===== src/hdl/spl_pkg.sv =====
`timescale 1ns / 1ps

package spl_pkg;

  localparam int SERVO_NUM   = 4;
  localparam int SERVO_IDX_W = (SERVO_NUM > 1) ? $clog2(SERVO_NUM) : 1;

  localparam int FUNC_W    = 2;
  localparam int SIDX_W    = 4;
  localparam int TGT_W     = 18;
  localparam int ANG_W     = 17;
  localparam int PULSE_W   = 15;
  localparam int MV_W      = 12;
  localparam int GAIN_W    = 16;
  localparam int TOL_W     = 16;
  localparam int DUTY_W    = 16;
  localparam int CFG_W     = 17;
  localparam int CFG_IDX_W = 3;

  localparam int PERIOD_US   = 20000;
  localparam int DUTY_DEN    = PERIOD_US / 32;
  localparam int DUTY_NUM_SH = 16 - 5;
  localparam int RECIP_W     = 23;
  localparam int RECIP_SH    = 32 - DUTY_NUM_SH;
  localparam logic [RECIP_W-1:0] DUTY_RECIP = RECIP_W'((64'd1 << 32) / 64'(DUTY_DEN));

  localparam int DIV_NUM_W = 32;
  localparam int DIV_DEN_W = 17;
  localparam int DIV_CNT_W = $clog2(DIV_NUM_W);

  localparam logic signed [ANG_W-1:0] ANG_LO_RST  = -17'sd23040;
  localparam logic signed [ANG_W-1:0] ANG_HI_RST  = 17'sd23040;
  localparam logic [PULSE_W-1:0]      PULSE_LO_RST = 15'd1000;
  localparam logic [PULSE_W-1:0]      PULSE_HI_RST = 15'd2000;
  localparam logic [MV_W-1:0]         FB_LO_RST    = 12'd100;
  localparam logic [MV_W-1:0]         FB_HI_RST    = 12'd3100;
  localparam logic [GAIN_W-1:0]       GAIN_RST     = 16'd6554;
  localparam logic [TOL_W-1:0]        TOL_RST      = 16'd384;

  typedef enum logic [FUNC_W-1:0] {
    FUNC_SET = 2'd0,
    FUNC_FB  = 2'd1,
    FUNC_EN  = 2'd2,
    FUNC_NOP = 2'd3
  } func_t;

  typedef enum logic [CFG_IDX_W-1:0] {
    REG_ANGLE_LOW = 3'd0,
    REG_ANGLE_HIGH = 3'd1,
    REG_PULSE_LOW = 3'd2,
    REG_PULSE_HIGH = 3'd3,
    REG_FB_LOW = 3'd4,
    REG_FB_HIGH = 3'd5,
    REG_GAIN = 3'd6,
    REG_TOL = 3'd7
  } reg_idx_t;

  typedef enum logic [2:0] {
    KIND_BAD,
    KIND_SET,
    KIND_FB,
    KIND_EN,
    KIND_NOP
  } item_kind_t;

  typedef enum logic {
    DIV_SEL_FB,
    DIV_SEL_DT
  } div_sel_t;

  typedef enum logic [3:0] {
    ST_IDLE,
    ST_DECODE,
    ST_SET_CLAMP,
    ST_FB_MUL,
    ST_FB_DIV,
    ST_FB_WAIT,
    ST_FB_MEAS,
    ST_ERR_MUL,
    ST_CMD_CLAMP,
    ST_DT_MUL,
    ST_DT_DIV,
    ST_DT_WAIT,
    ST_DT_PULSE,
    ST_RC_MUL,
    ST_RC_CORR,
    ST_EMIT
  } ctrl_state_t;

  typedef struct packed {
    logic     latch;
    logic     set_clamp;
    logic     fb_mul;
    logic     div_start;
    div_sel_t div_sel;
    logic     fb_meas;
    logic     err_mul;
    logic     cmd_clamp;
    logic     dt_mul;
    logic     dt_pulse;
    logic     rc_mul;
    logic     rc_corr;
    logic     en_wr;
    logic     emit;
  } ctrl_cmd_t;

  typedef struct packed {
    item_kind_t kind;
    logic       div_done;
    logic       over_tol;
    logic       out_free;
  } dp_status_t;

  function automatic logic signed [ANG_W-1:0] clamp_angle(
    input logic signed [ANG_W+1:0] a,
    input logic signed [ANG_W-1:0] lo,
    input logic signed [ANG_W-1:0] hi
  );
    logic signed [ANG_W+1:0] t;
    logic signed [ANG_W+1:0] lo_x;
    logic signed [ANG_W+1:0] hi_x;
    lo_x = lo;
    hi_x = hi;
    t = a;
    if (t > hi_x) t = hi_x;
    if (t < lo_x) t = lo_x;
    return t[ANG_W-1:0];
  endfunction

endpackage


===== src/hdl/spl_in_if.sv =====
`timescale 1ns / 1ps

interface spl_in_if;
  import spl_pkg::*;

  logic                     valid;
  logic                     ready;
  logic [FUNC_W-1:0]        func;
  logic [SIDX_W-1:0]        servo_index;
  logic signed [TGT_W-1:0]  target_value;
  logic                     enable_flag;
  logic [MV_W-1:0]          sample_mv;

  modport source (
    output valid, func, servo_index, target_value, enable_flag, sample_mv,
    input  ready
  );

  modport sink (
    input  valid, func, servo_index, target_value, enable_flag, sample_mv,
    output ready
  );
endinterface


===== src/hdl/spl_out_if.sv =====
`timescale 1ns / 1ps

interface spl_out_if;
  import spl_pkg::*;

  logic                     valid;
  logic                     ready;
  logic [SIDX_W-1:0]        servo_out;
  logic [DUTY_W-1:0]        duty_word;
  logic                     duty_valid;
  logic signed [ANG_W-1:0]  angle_report;
  logic                     status;

  modport source (
    output valid, servo_out, duty_word, duty_valid, angle_report, status,
    input  ready
  );

  modport sink (
    input  valid, servo_out, duty_word, duty_valid, angle_report, status,
    output ready
  );
endinterface


===== src/hdl/spl_div.sv =====
`timescale 1ns / 1ps

module spl_div (
  input  logic                           clk,
  input  logic                           rst_n,
  input  logic                           start,
  input  logic [spl_pkg::DIV_NUM_W-1:0]  num,
  input  logic [spl_pkg::DIV_DEN_W-1:0]  den,
  output logic [spl_pkg::DIV_NUM_W-1:0]  quot,
  output logic                           rem_nz,
  output logic                           done
);
  import spl_pkg::*;

  logic                  busy_r;
  logic                  done_r;
  logic [DIV_CNT_W-1:0]  cnt_r;
  logic [DIV_NUM_W-1:0]  quo_r;
  logic [DIV_DEN_W-1:0]  rem_r;
  logic [DIV_DEN_W-1:0]  den_r;

  logic [DIV_DEN_W:0]    rem_sh;
  logic [DIV_DEN_W+1:0]  diff;
  logic                  ge;
  logic [DIV_DEN_W-1:0]  rem_nxt;
  logic [DIV_NUM_W-1:0]  quo_nxt;

  always_comb begin
    rem_sh  = {rem_r, quo_r[DIV_NUM_W-1]};
    diff    = {1'b0, rem_sh} - {2'b00, den_r};
    ge      = !diff[DIV_DEN_W+1];
    rem_nxt = ge ? diff[DIV_DEN_W-1:0] : rem_sh[DIV_DEN_W-1:0];
    quo_nxt = {quo_r[DIV_NUM_W-2:0], ge};
  end

  always_ff @(posedge clk) begin
    if (!rst_n) begin
      busy_r <= 1'b0;
      done_r <= 1'b0;
      cnt_r  <= '0;
    end else if (start) begin
      busy_r <= 1'b1;
      done_r <= 1'b0;
      cnt_r  <= '0;
    end else if (busy_r) begin
      cnt_r <= cnt_r + 1'b1;
      if (cnt_r == DIV_CNT_W'(DIV_NUM_W - 1)) begin
        busy_r <= 1'b0;
        done_r <= 1'b1;
      end
    end
  end

  always_ff @(posedge clk) begin
    if (start) begin
      quo_r <= num;
      rem_r <= '0;
      den_r <= den;
    end else if (busy_r) begin
      quo_r <= quo_nxt;
      rem_r <= rem_nxt;
    end
  end

  assign quot   = quo_r;
  assign rem_nz = |rem_r;
  assign done   = done_r;

endmodule


===== src/hdl/spl_dpath.sv =====
`timescale 1ns / 1ps

module spl_dpath (
  input  logic                             clk,
  input  logic                             rst_n,
  input  logic                             cfg_we,
  input  logic [spl_pkg::CFG_IDX_W-1:0]    cfg_index,
  input  logic [spl_pkg::CFG_W-1:0]        cfg_wdata,
  input  logic [spl_pkg::FUNC_W-1:0]       in_func,
  input  logic [spl_pkg::SIDX_W-1:0]       in_servo_index,
  input  logic signed [spl_pkg::TGT_W-1:0] in_target_value,
  input  logic                             in_enable_flag,
  input  logic [spl_pkg::MV_W-1:0]         in_sample_mv,
  output logic                             out_valid,
  input  logic                             out_ready,
  output logic [spl_pkg::SIDX_W-1:0]       out_servo_out,
  output logic [spl_pkg::DUTY_W-1:0]       out_duty_word,
  output logic                             out_duty_valid,
  output logic signed [spl_pkg::ANG_W-1:0] out_angle_report,
  output logic                             out_status,
  input  spl_pkg::ctrl_cmd_t               cmd,
  output spl_pkg::dp_status_t              status
);
  import spl_pkg::*;

  // configuration
  logic signed [ANG_W-1:0] ang_lo_r;
  logic signed [ANG_W-1:0] ang_hi_r;
  logic [PULSE_W-1:0]      pl_r;
  logic [PULSE_W-1:0]      ph_r;
  logic [MV_W-1:0]         flo_r;
  logic [MV_W-1:0]         fhi_r;
  logic [GAIN_W-1:0]       gain_r;
  logic [TOL_W-1:0]        tol_r;

  // item
  logic [FUNC_W-1:0]       func_r;
  logic [SIDX_W-1:0]       servo_r;
  logic signed [TGT_W-1:0] tval_r;
  logic                    en_r;
  logic [MV_W-1:0]         smp_r;

  // per-servo state
  logic signed [ANG_W-1:0] tgt_r   [SERVO_NUM];
  logic signed [ANG_W-1:0] meas_r  [SERVO_NUM];
  logic                    fb_on_r [SERVO_NUM];

  // working registers
  logic signed [ANG_W-1:0]     angle_r;
  logic signed [33:0]          prod_r;
  logic signed [ANG_W-1:0]     meas_cur_r;
  logic                        over_tol_r;
  logic                        neg_r;
  logic [ANG_W-1:0]            pulse_r;
  logic [ANG_W+RECIP_W-1:0]    rprod_r;
  logic [DUTY_W-1:0]           duty_r;
  logic                        dvalid_r;

  logic                        out_valid_r;
  logic [SIDX_W-1:0]           o_servo_r;
  logic [DUTY_W-1:0]           o_duty_r;
  logic                        o_dvalid_r;
  logic signed [ANG_W-1:0]     o_angle_r;
  logic                        o_status_r;

  logic [SERVO_IDX_W-1:0]      sidx;
  item_kind_t                  kind;
  logic signed [ANG_W-1:0]     tgt_cur;

  logic signed [ANG_W:0]       span_a;
  logic                        ang_gt;
  logic [MV_W-1:0]             v_lo;
  logic [MV_W-1:0]             v_cl;
  logic signed [MV_W:0]        vd;
  logic signed [MV_W:0]        fspan;
  logic [MV_W:0]               fspan_mag;
  logic signed [30:0]          fb_prod;
  logic signed [ANG_W:0]       a_off;
  logic signed [PULSE_W:0]     pdiff;
  logic signed [33:0]          dt_prod;
  logic signed [ANG_W:0]       err;
  logic [ANG_W:0]              err_mag;
  logic signed [34:0]          gain_prod;

  logic [33:0]                 prod_mag;
  logic [DIV_DEN_W-1:0]        div_den;
  logic                        div_neg;
  logic [DIV_NUM_W-1:0]        quot;
  logic                        rem_nz;
  logic                        div_done;

  logic signed [ANG_W+1:0]     qm_fb;
  logic signed [ANG_W+1:0]     qs_fb;
  logic signed [ANG_W+1:0]     hi_x;
  logic signed [ANG_W+1:0]     m_full;
  logic signed [ANG_W-1:0]     m_new;
  logic signed [ANG_W:0]       qm_dt;
  logic signed [ANG_W:0]       qf_dt;
  logic signed [ANG_W:0]       pulse_full;
  logic [ANG_W-1:0]            pulse_new;
  logic signed [ANG_W+1:0]     meas_x;
  logic signed [ANG_W+1:0]     corr_x;
  logic signed [ANG_W+1:0]     cmd_ang;
  logic signed [ANG_W+1:0]     tval_x;
  logic [18:0]                 qe;
  logic [28:0]                 rc_rem;
  logic [18:0]                 dsum;

  assign sidx    = servo_r[SERVO_IDX_W-1:0];
  assign tgt_cur = tgt_r[sidx];

  always_comb begin
    if ({1'b0, servo_r} >= (SIDX_W + 1)'(SERVO_NUM)) begin
      kind = KIND_BAD;
    end else begin
      unique case (func_t'(func_r))
        FUNC_SET: kind = KIND_SET;
        FUNC_FB:  kind = fb_on_r[sidx] ? KIND_FB : KIND_NOP;
        FUNC_EN:  kind = KIND_EN;
        FUNC_NOP: kind = KIND_NOP;
        default:  kind = KIND_NOP;
      endcase
    end
  end

  // arithmetic
  always_comb begin
    span_a    = {ang_hi_r[ANG_W-1], ang_hi_r} - {ang_lo_r[ANG_W-1], ang_lo_r};
    ang_gt    = ang_hi_r > ang_lo_r;
    v_lo      = (smp_r < flo_r) ? flo_r : smp_r;
    v_cl      = (v_lo > fhi_r) ? fhi_r : v_lo;
    vd        = {1'b0, v_cl} - {1'b0, flo_r};
    fspan     = {1'b0, fhi_r} - {1'b0, flo_r};
    fspan_mag = fspan[MV_W] ? -fspan : fspan;
    fb_prod   = vd * span_a;
    a_off     = {angle_r[ANG_W-1], angle_r} - {ang_lo_r[ANG_W-1], ang_lo_r};
    pdiff     = {1'b0, ph_r} - {1'b0, pl_r};
    dt_prod   = a_off * pdiff;
    err       = {tgt_cur[ANG_W-1], tgt_cur} - {meas_cur_r[ANG_W-1], meas_cur_r};
    err_mag   = err[ANG_W] ? -err : err;
    gain_prod = $signed({1'b0, gain_r}) * err;

    prod_mag  = prod_r[33] ? -prod_r : prod_r;
    if (cmd.div_sel == DIV_SEL_FB) begin
      div_den = DIV_DEN_W'(fspan_mag);
      div_neg = prod_r[33] ^ fspan[MV_W];
    end else begin
      div_den = span_a[DIV_DEN_W-1:0];
      div_neg = prod_r[33];
    end

    qm_fb  = {2'b00, quot[ANG_W-1:0]};
    qs_fb  = neg_r ? -qm_fb : qm_fb;
    hi_x   = ang_hi_r;
    m_full = hi_x - qs_fb;
    m_new  = (fspan == '0) ? ang_hi_r : m_full[ANG_W-1:0];

    qm_dt      = {1'b0, quot[ANG_W-1:0]};
    qf_dt      = neg_r ? -(qm_dt + (ANG_W + 1)'(rem_nz)) : qm_dt;
    pulse_full = ang_gt ? ({3'b000, pl_r} + qf_dt) : {3'b000, pl_r};
    pulse_new  = pulse_full[ANG_W] ? '0 : pulse_full[ANG_W-1:0];

    meas_x  = meas_cur_r;
    corr_x  = $signed(prod_r[33:16]);
    cmd_ang = meas_x + corr_x;
    tval_x  = tval_r;

    qe     = rprod_r[ANG_W+RECIP_W-1:RECIP_SH];
    rc_rem = (29'(pulse_r) << DUTY_NUM_SH) - 29'(qe) * 29'(DUTY_DEN);
    dsum   = qe + 19'(rc_rem >= 29'(DUTY_DEN));
  end

  spl_div u_div (
    .clk    (clk),
    .rst_n  (rst_n),
    .start  (cmd.div_start),
    .num    (prod_mag[DIV_NUM_W-1:0]),
    .den    (div_den),
    .quot   (quot),
    .rem_nz (rem_nz),
    .done   (div_done)
  );

  always_ff @(posedge clk) begin
    if (!rst_n) begin
      ang_lo_r <= ANG_LO_RST;
      ang_hi_r <= ANG_HI_RST;
      pl_r     <= PULSE_LO_RST;
      ph_r     <= PULSE_HI_RST;
      flo_r    <= FB_LO_RST;
      fhi_r    <= FB_HI_RST;
      gain_r   <= GAIN_RST;
      tol_r    <= TOL_RST;
    end else if (cfg_we) begin
      unique case (reg_idx_t'(cfg_index))
        REG_ANGLE_LOW:  ang_lo_r <= cfg_wdata[ANG_W-1:0];
        REG_ANGLE_HIGH: ang_hi_r <= cfg_wdata[ANG_W-1:0];
        REG_PULSE_LOW:  pl_r     <= cfg_wdata[PULSE_W-1:0];
        REG_PULSE_HIGH: ph_r     <= cfg_wdata[PULSE_W-1:0];
        REG_FB_LOW:     flo_r    <= cfg_wdata[MV_W-1:0];
        REG_FB_HIGH:    fhi_r    <= cfg_wdata[MV_W-1:0];
        REG_GAIN:       gain_r   <= cfg_wdata[GAIN_W-1:0];
        REG_TOL:        tol_r    <= cfg_wdata[TOL_W-1:0];
        default:        tol_r    <= tol_r;
      endcase
    end
  end

  always_ff @(posedge clk) begin
    if (!rst_n) begin
      for (int i = 0; i < SERVO_NUM; i++) begin
        tgt_r[i]   <= '0;
        meas_r[i]  <= '0;
        fb_on_r[i] <= 1'b0;
      end
    end else begin
      if (cmd.set_clamp) tgt_r[sidx] <= clamp_angle(tval_x, ang_lo_r, ang_hi_r);
      if (cmd.fb_meas)   meas_r[sidx] <= m_new;
      if (cmd.en_wr)     fb_on_r[sidx] <= en_r;
    end
  end

  always_ff @(posedge clk) begin
    if (cmd.latch) begin
      func_r  <= in_func;
      servo_r <= in_servo_index;
      tval_r  <= in_target_value;
      en_r    <= in_enable_flag;
      smp_r   <= in_sample_mv;
    end
    if (cmd.set_clamp) angle_r <= clamp_angle(tval_x, ang_lo_r, ang_hi_r);
    if (cmd.cmd_clamp) angle_r <= clamp_angle(cmd_ang, ang_lo_r, ang_hi_r);
    if (cmd.fb_mul) begin
      prod_r <= 34'(fb_prod);
    end else if (cmd.err_mul) begin
      prod_r <= gain_prod[33:0];
    end else if (cmd.dt_mul) begin
      prod_r <= dt_prod;
    end
    if (cmd.div_start) neg_r <= div_neg;
    if (cmd.fb_meas)   meas_cur_r <= m_new;
    if (cmd.err_mul)   over_tol_r <= err_mag > (ANG_W + 1)'(tol_r);
    if (cmd.dt_pulse)  pulse_r <= pulse_new;
    if (cmd.rc_mul)    rprod_r <= (ANG_W + RECIP_W)'(pulse_r) * (ANG_W + RECIP_W)'(DUTY_RECIP);
  end

  always_ff @(posedge clk) begin
    if (!rst_n) begin
      dvalid_r <= 1'b0;
      duty_r   <= '0;
    end else if (cmd.latch) begin
      dvalid_r <= 1'b0;
      duty_r   <= '0;
    end else if (cmd.rc_corr) begin
      dvalid_r <= 1'b1;
      duty_r   <= (|dsum[18:DUTY_W]) ? '1 : dsum[DUTY_W-1:0];
    end
  end

  // output register
  always_ff @(posedge clk) begin
    if (!rst_n) begin
      out_valid_r <= 1'b0;
    end else if (cmd.emit) begin
      out_valid_r <= 1'b1;
    end else if (out_ready) begin
      out_valid_r <= 1'b0;
    end
  end

  always_ff @(posedge clk) begin
    if (cmd.emit) begin
      o_servo_r <= servo_r;
      if (kind == KIND_BAD) begin
        o_duty_r   <= '0;
        o_dvalid_r <= 1'b0;
        o_angle_r  <= '0;
        o_status_r <= 1'b1;
      end else begin
        o_duty_r   <= duty_r;
        o_dvalid_r <= dvalid_r;
        o_angle_r  <= fb_on_r[sidx] ? meas_r[sidx] : tgt_cur;
        o_status_r <= 1'b0;
      end
    end
  end

  assign out_valid        = out_valid_r;
  assign out_servo_out    = o_servo_r;
  assign out_duty_word    = o_duty_r;
  assign out_duty_valid   = o_dvalid_r;
  assign out_angle_report = o_angle_r;
  assign out_status       = o_status_r;

  assign status.kind     = kind;
  assign status.div_done = div_done;
  assign status.over_tol = over_tol_r;
  assign status.out_free = !out_valid_r || out_ready;

endmodule


===== src/hdl/spl_ctrl.sv =====
`timescale 1ns / 1ps

module spl_ctrl (
  input  logic                 clk,
  input  logic                 rst_n,
  input  logic                 in_valid,
  output logic                 in_ready,
  input  spl_pkg::dp_status_t  status,
  output spl_pkg::ctrl_cmd_t   cmd
);
  import spl_pkg::*;

  ctrl_state_t state_r;
  ctrl_state_t state_nxt;

  always_ff @(posedge clk) begin
    if (!rst_n) begin
      state_r <= ST_IDLE;
    end else begin
      state_r <= state_nxt;
    end
  end

  always_comb begin
    state_nxt   = state_r;
    cmd         = '0;
    cmd.div_sel = DIV_SEL_DT;
    in_ready    = 1'b0;
    unique case (state_r)
      ST_IDLE: begin
        in_ready = 1'b1;
        if (in_valid) begin
          cmd.latch = 1'b1;
          state_nxt = ST_DECODE;
        end
      end
      ST_DECODE: begin
        unique case (status.kind)
          KIND_SET: state_nxt = ST_SET_CLAMP;
          KIND_FB:  state_nxt = ST_FB_MUL;
          KIND_EN: begin
            cmd.en_wr = 1'b1;
            state_nxt = ST_EMIT;
          end
          KIND_BAD, KIND_NOP: state_nxt = ST_EMIT;
          default: state_nxt = ST_EMIT;
        endcase
      end
      ST_SET_CLAMP: begin
        cmd.set_clamp = 1'b1;
        state_nxt     = ST_DT_MUL;
      end
      ST_FB_MUL: begin
        cmd.fb_mul = 1'b1;
        state_nxt  = ST_FB_DIV;
      end
      ST_FB_DIV: begin
        cmd.div_start = 1'b1;
        cmd.div_sel   = DIV_SEL_FB;
        state_nxt     = ST_FB_WAIT;
      end
      ST_FB_WAIT: begin
        cmd.div_sel = DIV_SEL_FB;
        if (status.div_done) state_nxt = ST_FB_MEAS;
      end
      ST_FB_MEAS: begin
        cmd.fb_meas = 1'b1;
        state_nxt   = ST_ERR_MUL;
      end
      ST_ERR_MUL: begin
        cmd.err_mul = 1'b1;
        state_nxt   = ST_CMD_CLAMP;
      end
      ST_CMD_CLAMP: begin
        if (status.over_tol) begin
          cmd.cmd_clamp = 1'b1;
          state_nxt     = ST_DT_MUL;
        end else begin
          state_nxt = ST_EMIT;
        end
      end
      ST_DT_MUL: begin
        cmd.dt_mul = 1'b1;
        state_nxt  = ST_DT_DIV;
      end
      ST_DT_DIV: begin
        cmd.div_start = 1'b1;
        state_nxt     = ST_DT_WAIT;
      end
      ST_DT_WAIT: begin
        if (status.div_done) state_nxt = ST_DT_PULSE;
      end
      ST_DT_PULSE: begin
        cmd.dt_pulse = 1'b1;
        state_nxt    = ST_RC_MUL;
      end
      ST_RC_MUL: begin
        cmd.rc_mul = 1'b1;
        state_nxt  = ST_RC_CORR;
      end
      ST_RC_CORR: begin
        cmd.rc_corr = 1'b1;
        state_nxt   = ST_EMIT;
      end
      ST_EMIT: begin
        if (status.out_free) begin
          cmd.emit  = 1'b1;
          state_nxt = ST_IDLE;
        end
      end
      default: state_nxt = ST_IDLE;
    endcase
  end

endmodule


===== src/hdl/servo_position_loop_core.sv =====
`timescale 1ns / 1ps

// Position loop for SERVO_NUM servos, one item at a time, one result per item. An item
// with no arithmetic (enable, unused code, bad index, feedback while disabled) gives its
// result without a division; a set item waits for one division; a feedback item waits for
// one inside the deadband and for two with a correction. The wait is set by the shared
// radix-2 divider, used once for the pulse mapping and once more for the sample-to-angle
// mapping. The next item is taken as soon as the result sits in the output register, even
// while that register waits for the sink.

module servo_position_loop_core (
  input  logic                            clk,
  input  logic                            rst_n,
  input  logic                            cfg_we,
  input  logic [spl_pkg::CFG_IDX_W-1:0]   cfg_index,
  input  logic [spl_pkg::CFG_W-1:0]       cfg_wdata,
  spl_in_if.sink                          in_ch,
  spl_out_if.source                       out_ch
);
  import spl_pkg::*;

  ctrl_cmd_t  cmd;
  dp_status_t dp_st;

  spl_ctrl u_ctrl (
    .clk      (clk),
    .rst_n    (rst_n),
    .in_valid (in_ch.valid),
    .in_ready (in_ch.ready),
    .status   (dp_st),
    .cmd      (cmd)
  );

  spl_dpath u_dpath (
    .clk              (clk),
    .rst_n            (rst_n),
    .cfg_we           (cfg_we),
    .cfg_index        (cfg_index),
    .cfg_wdata        (cfg_wdata),
    .in_func          (in_ch.func),
    .in_servo_index   (in_ch.servo_index),
    .in_target_value  (in_ch.target_value),
    .in_enable_flag   (in_ch.enable_flag),
    .in_sample_mv     (in_ch.sample_mv),
    .out_valid        (out_ch.valid),
    .out_ready        (out_ch.ready),
    .out_servo_out    (out_ch.servo_out),
    .out_duty_word    (out_ch.duty_word),
    .out_duty_valid   (out_ch.duty_valid),
    .out_angle_report (out_ch.angle_report),
    .out_status       (out_ch.status),
    .cmd              (cmd),
    .status           (dp_st)
  );

  a_busy_after_transfer : assert property (@(posedge clk) disable iff (!rst_n)
    in_ch.valid && in_ch.ready |=> !in_ch.ready)
    else $error("input ready stayed high after a transfer");

  a_div_start_clears_done : assert property (@(posedge clk) disable iff (!rst_n)
    cmd.div_start |=> !dp_st.div_done)
    else $error("divider reported done right after a start");

  a_out_from_emit : assert property (@(posedge clk) disable iff (!rst_n)
    $rose(out_ch.valid) |-> $past(cmd.emit))
    else $error("result appeared without an emit command");

endmodule

===== src/flat_wrapper.sv =====
// flat-port wrapper written by rule: the top's interface ports become plain ports
module servo_position_loop_core_flat import spl_pkg::*;
  (clk, rst_n, cfg_we, cfg_index, cfg_wdata, in_ch_valid, in_ch_func, in_ch_servo_index, in_ch_target_value, in_ch_enable_flag, in_ch_sample_mv, in_ch_ready, out_ch_valid, out_ch_servo_out, out_ch_duty_word, out_ch_duty_valid, out_ch_angle_report, out_ch_status, out_ch_ready);
  spl_in_if in_ch_i ();
  spl_out_if out_ch_i ();
  input  logic clk;
  input  logic rst_n;
  input  logic cfg_we;
  input  logic [spl_pkg::CFG_IDX_W-1:0] cfg_index;
  input  logic [spl_pkg::CFG_W-1:0] cfg_wdata;
  input wire logic [$bits(in_ch_i.valid)-1:0] in_ch_valid;
  input wire logic [$bits(in_ch_i.func)-1:0] in_ch_func;
  input wire logic [$bits(in_ch_i.servo_index)-1:0] in_ch_servo_index;
  input wire logic [$bits(in_ch_i.target_value)-1:0] in_ch_target_value;
  input wire logic [$bits(in_ch_i.enable_flag)-1:0] in_ch_enable_flag;
  input wire logic [$bits(in_ch_i.sample_mv)-1:0] in_ch_sample_mv;
  output wire logic [$bits(in_ch_i.ready)-1:0] in_ch_ready;
  output wire logic [$bits(out_ch_i.valid)-1:0] out_ch_valid;
  output wire logic [$bits(out_ch_i.servo_out)-1:0] out_ch_servo_out;
  output wire logic [$bits(out_ch_i.duty_word)-1:0] out_ch_duty_word;
  output wire logic [$bits(out_ch_i.duty_valid)-1:0] out_ch_duty_valid;
  output wire logic [$bits(out_ch_i.angle_report)-1:0] out_ch_angle_report;
  output wire logic [$bits(out_ch_i.status)-1:0] out_ch_status;
  input wire logic [$bits(out_ch_i.ready)-1:0] out_ch_ready;
  assign in_ch_i.valid = in_ch_valid;
  assign in_ch_i.func = in_ch_func;
  assign in_ch_i.servo_index = in_ch_servo_index;
  assign in_ch_i.target_value = in_ch_target_value;
  assign in_ch_i.enable_flag = in_ch_enable_flag;
  assign in_ch_i.sample_mv = in_ch_sample_mv;
  assign in_ch_ready = in_ch_i.ready;
  assign out_ch_valid = out_ch_i.valid;
  assign out_ch_servo_out = out_ch_i.servo_out;
  assign out_ch_duty_word = out_ch_i.duty_word;
  assign out_ch_duty_valid = out_ch_i.duty_valid;
  assign out_ch_angle_report = out_ch_i.angle_report;
  assign out_ch_status = out_ch_i.status;
  assign out_ch_i.ready = out_ch_ready;
  servo_position_loop_core u_core (.clk(clk), .rst_n(rst_n), .cfg_we(cfg_we), .cfg_index(cfg_index), .cfg_wdata(cfg_wdata), .in_ch(in_ch_i), .out_ch(out_ch_i));
endmodule

===== config.mk =====
export PLATFORM = sky130hd
export DESIGN_NAME = servo_position_loop_core_flat
export DESIGN_NICKNAME = d
export VERILOG_FILES = /design/src/hdl/spl_pkg.sv /design/src/hdl/spl_in_if.sv /design/src/hdl/spl_out_if.sv /design/src/hdl/spl_div.sv /design/src/hdl/spl_dpath.sv /design/src/hdl/spl_ctrl.sv /design/src/hdl/servo_position_loop_core.sv /design/src/flat_wrapper.sv
export SDC_FILE = /design/constraint.sdc
export NUM_CORES = 2
export LEC_CHECK = 0
export ABC_AREA = 1
export ABC_CLOCK_PERIOD_IN_PS = 14000
export BUFFER_PORTS_ARGS = -buffer_cell sky130_fd_sc_hd__buf_2
export CORE_MARGIN = 1.5
export CORE_UTILIZATION = 45
export DETAILED_ROUTE_END_ITERATION = 16
export GPL_ROUTABILITY_DRIVEN = 0
export PLACE_DENSITY = 0.7
export SYNTH_ARGS = -nofsm -noshare
export SYNTH_HDL_FRONTEND = slang
export SYNTH_HIERARCHICAL = 1
export SYNTH_SLANG_ARGS = --single-unit

===== constraint.sdc =====
create_clock -name clk -period 14 [get_ports clk]
set_clock_uncertainty 0.2 [all_clocks]
set_input_delay 2.1 -clock clk [delete_from_list [all_inputs] [get_ports clk]]
set_output_delay 2.1 -clock clk [all_outputs]
set_load 0.05 [all_outputs]

==> impl_metrics.prom <==
# TYPE chip_impl_metric gauge
chip_impl_metric{name="core.rowCount",unit=""} 151
chip_impl_metric{name="global_route_wire_length_before_repair",unit="um"} 368000
chip_impl_metric{name="cp_data_required_time",unit="ns"} 14.24
chip_impl_metric{name="synth_warnings",unit=""} 6
chip_impl_metric{name="min_period",unit="ns"} 11.47
chip_impl_metric{name="grt_start_max_net_pins",unit=""} 89
chip_impl_metric{name="dieHeight",unit="um"} 416
chip_impl_metric{name="synth.avg_cell_area",unit="sq um"} 8.13
chip_impl_metric{name="max_stage_delay",unit="ns"} 0.55
chip_impl_metric{name="hold_depth",unit=""} 2
chip_impl_metric{name="multi_input_gate_area",unit="sq um"} 53900
chip_impl_metric{name="antenna_found_initial",unit=""} 8
chip_impl_metric{name="finalHoldViolations",unit=""} 0
chip_impl_info{name="dominantRegCellSynth",value="edfxtp_1"} 1
chip_impl_metric{name="slew_headroom",unit="%"} 16.8
chip_impl_metric{name="setup_viol",unit=""} 0
chip_impl_metric{name="synth_nets",unit=""} 11300
chip_impl_metric{name="reg2reg_depth",unit=""} 48
chip_impl_metric{name="syn_area",unit="sq um"} 76600
chip_impl_metric{name="synth_top_area_share",unit="%"} 26.5
chip_impl_metric{name="first_global_vias",unit=""} 66000
chip_impl_metric{name="finalMaxSlewViolations",unit=""} 0
chip_impl_metric{name="post_drt_wl_per_cell",unit="um"} 20.3
chip_impl_info{name="worstSetupEndpointType",value="flop"} 1
chip_impl_info{name="worst_hold_path_type",value="flop to flop"} 1
chip_impl_info{name="tritoncts",value="built"} 1
chip_impl_metric{name="cts_made_buffers",unit=""} 68
chip_impl_info{name="cts.root.buffer_cell",value="clkbuf_16"} 1
chip_impl_metric{name="yosysSeqAreaShare",unit="%"} 18.9
chip_impl_metric{name="place.detailed.hpwl",unit="um"} 192000
chip_impl_metric{name="tightestPinTransition",unit="ns"} 1.24
chip_impl_metric{name="postLayoutSetupSlackWorst",unit="ns"} 2.53
chip_impl_metric{name="cts_setup_buffers",unit=""} 0
chip_impl_metric{name="synthCells",unit=""} 9431
chip_impl_metric{name="design.portCount",unit=""} 103
chip_impl_metric{name="drt-vias-per-instance",unit=""} 5.58
chip_impl_metric{name="final_min_period_over_clock_period",unit="%"} 81.9
chip_impl_metric{name="largest_fanout_on_the_critical_path",unit=""} 24
chip_impl_metric{name="synthArstFlopShare",unit="%"} 0
chip_impl_metric{name="cts_resized",unit=""} 0
chip_impl_metric{name="grt_overflow",unit=""} 0
chip_impl_info{name="yosys-top-cells-area",value="fa_1 27%, edfxtp_1 14%, ha_1 13%"} 1
chip_impl_metric{name="grt.total_usage",unit="%"} 27.4
chip_impl_metric{name="ys_types",unit=""} 72
chip_impl_metric{name="antenna_violating_nets_post_route",unit=""} 0
chip_impl_metric{name="drt_wl_total",unit="um"} 237000
chip_impl_metric{name="initial_utilization",unit="%"} 45.3
chip_impl_info{name="library_cell_occupying_the_most_area_in_the_post_synthesis_netlist",value="fa_1"} 1
chip_impl_metric{name="dp_worst_setup_slack",unit="ns"} 2.80
chip_impl_info{name="cp_slowest_cell",value="fa_1"} 1
chip_impl_info{name="cp-start-kind",value="flop"} 1
chip_impl_metric{name="clock_latency",unit="ns"} 0.70
chip_impl_metric{name="layout.nets",unit=""} 11300
chip_impl_info{name="post_synth_most_frequent_cells",value="1,897 x inv_1, 1,761 x nand2_1, 1,016 x fa_1"} 1
chip_impl_metric{name="placement.io_buffers",unit=""} 102
chip_impl_info{name="rsz_0062_raised_after_global_routing",value="no"} 1
chip_impl_metric{name="setup-tns-final",unit="ns"} 0
chip_impl_metric{name="cts_hold_buffers",unit=""} 0
chip_impl_metric{name="h-tree-depth",unit=""} 3
chip_impl_info{name="outcome",value="completed"} 1
chip_impl_metric{name="cts.reportedPaths.clkPinSlew",unit="ns"} 0.06
chip_impl_metric{name="area_growth",unit="%"} 6.94
chip_impl_metric{name="timing.fmax",unit="MHz"} 87.2
chip_impl_metric{name="route.detailed.drc",unit=""} 0
chip_impl_metric{name="sequential_cell_area",unit="sq um"} 14500
chip_impl_metric{name="die_area",unit="sq um"} 173000
chip_impl_info{name="path_class",value="flop to flop"} 1
chip_impl_metric{name="cts_num_sinks",unit=""} 539
chip_impl_metric{name="max-cap-violations",unit=""} 0
chip_impl_info{name="yosys.cell_count.top_type",value="inv_1"} 1
chip_impl_metric{name="initialDrtViolationCount",unit=""} 6785
chip_impl_metric{name="vias",unit=""} 65400
chip_impl_metric{name="layout_cell_share_with_drive_strength_beyond_1",unit="%"} 4.41
chip_impl_metric{name="dieWidth",unit="um"} 416
chip_impl_metric{name="critPathArrivalTime",unit="ns"} 11.71
chip_impl_metric{name="synthesis_stage_register_bit_count",unit=""} 539
chip_impl_metric{name="timing.hold.ws",unit="ns"} 0.256
chip_impl_metric{name="drt_pre_antenna_iters",unit=""} 6
chip_impl_metric{name="synth-edff-count",unit=""} 368
chip_impl_metric{name="clock_path_buffers",unit=""} 3
chip_impl_metric{name="final.fill_count",unit=""} 16100
chip_impl_metric{name="fp.coreArea",unit="sq um"} 169000
## cells by family (layout without fill, tap and decap cells)
family | after synthesis | count (layout) | share of synthesized area (%)
other | 0 | 3 | 0
AND/OR/NAND/NOR | 3300 | 3300 | 17.9
adder cells (fa/ha/maj) | 1818 | 1818 | 39.6
AO/OA/AOI/OAI | 1335 | 1335 | 9.66
XOR/XNOR | 269 | 269 | 3.09
flip-flops | 539 | 539 | 18.9
buffers and inverters | 2170 | 2232 | 10.8
## cell usage in the layout (no fill, tap or decap), drive strengths merged, types with 10 or more instances in the layout
master | synthesis | layout
xor2 | 179 | 179
buf | 44 | 179
o21bai | 21 | 21
nor3 | 70 | 70
a31oi | 33 | 33
a211oi | 18 | 18
nor2 | 898 | 898
nand2 | 1788 | 1788
nor4 | 16 | 16
clkbuf | 198 | 90
o21a | 17 | 17
ha | 802 | 802
o22ai | 39 | 39
nand3 | 361 | 361
nand3b | 15 | 15
clkinv | 26 | 44
xnor2 | 90 | 90
dfxtp | 171 | 171
fa | 1016 | 1016
o221ai | 10 | 10
a21boi | 14 | 14
a21o | 30 | 30
edfxtp | 368 | 368
nand4 | 96 | 96
o211ai | 46 | 46
inv | 1902 | 1906
a21oi | 583 | 583
or2 | 46 | 46
a221oi | 10 | 10
o21ai | 475 | 475
## per-layer routing
metal  part of all wire (%)  GRT usage [%]
met1                     38           34.4
met2                     46           44.2
met3                    9.9           5.32
met4                    6.1           15.1
met5                  0.020              0
## final cells by class
class                           count  area share (%)
Multi-Input combinational cell   6722            65.8
Sequential cell                   539            17.7
Inverter                         1928            8.83
Tap cell                         2218            3.39
Clock buffer                       90            2.29
Timing Repair Buffer              179            1.33
Clock inverter                     35           0.685
Antenna cell                        3         0.00916
## worst paths after layout
| path | start | end | slack (ns) |
|---|---|---|---|
| worst max-delay path | u_core/u_dpath/flo_r[1]$_SDFFE_PN0P_ | u_core/u_dpath/prod_r[24]$_DFFE_PP_ | 2.53 |
| worst min-delay path | u_core/u_dpath/dvalid_r$_SDFFE_PP0P_ | u_core/u_dpath/dvalid_r$_SDFFE_PP0P_ | 0.26 |
| worst max register to register | u_core/u_dpath/flo_r[1]$_SDFFE_PN0P_ | u_core/u_dpath/prod_r[24]$_DFFE_PP_ | 2.53 |
| worst min register to register | u_core/u_dpath/dvalid_r$_SDFFE_PP0P_ | u_core/u_dpath/dvalid_r$_SDFFE_PP0P_ | 0.26 |
## stage by stage
stage	instances	instance area (sq um)	utilization [%]
floorplan	9431	76600	-
global placement	11600	79500	47.0
detailed placement	11600	79500	47.0
CTS	11700	81900	48.4
global route	11700	82000	48.4
finish	11700	82000	48.4
## sequential cells by signal, summed over array words and instances, names as in the netlist, 17 cells and up, named ones only
register and cells:
u_core/u_dpath/meas_r 68, u_core/u_dpath/tgt_r 68, u_core/u_dpath/prod_r 34, u_core/u_dpath/u_div/quot 32
u_core/u_dpath/rprod_r 19, u_core/u_dpath/tval_r 18, u_core/u_dpath/ang_hi_r 17, u_core/u_dpath/ang_lo_r 17
u_core/u_dpath/angle_r 17, u_core/u_dpath/meas_cur_r 17, u_core/u_dpath/out_angle_report 17, u_core/u_dpath/pulse_r 17
u_core/u_dpath/u_div/den_r 17, u_core/u_dpath/u_div/rem_r 17
## worst max-delay path: cells and delay by family, from the launching register on
family                     cells  cell delay, ns
and+or+nand+nor               14            1.88
adders and majority gates     10            4.24
AOI/OAI and AO/OA             18            3.56
DFF                            1            0.29
buffers and inverters          6            1.06
Power is left out: the tool's default activity adds up to more than one toggle a clock period on the data nets, which glitch-free logic cannot reach.
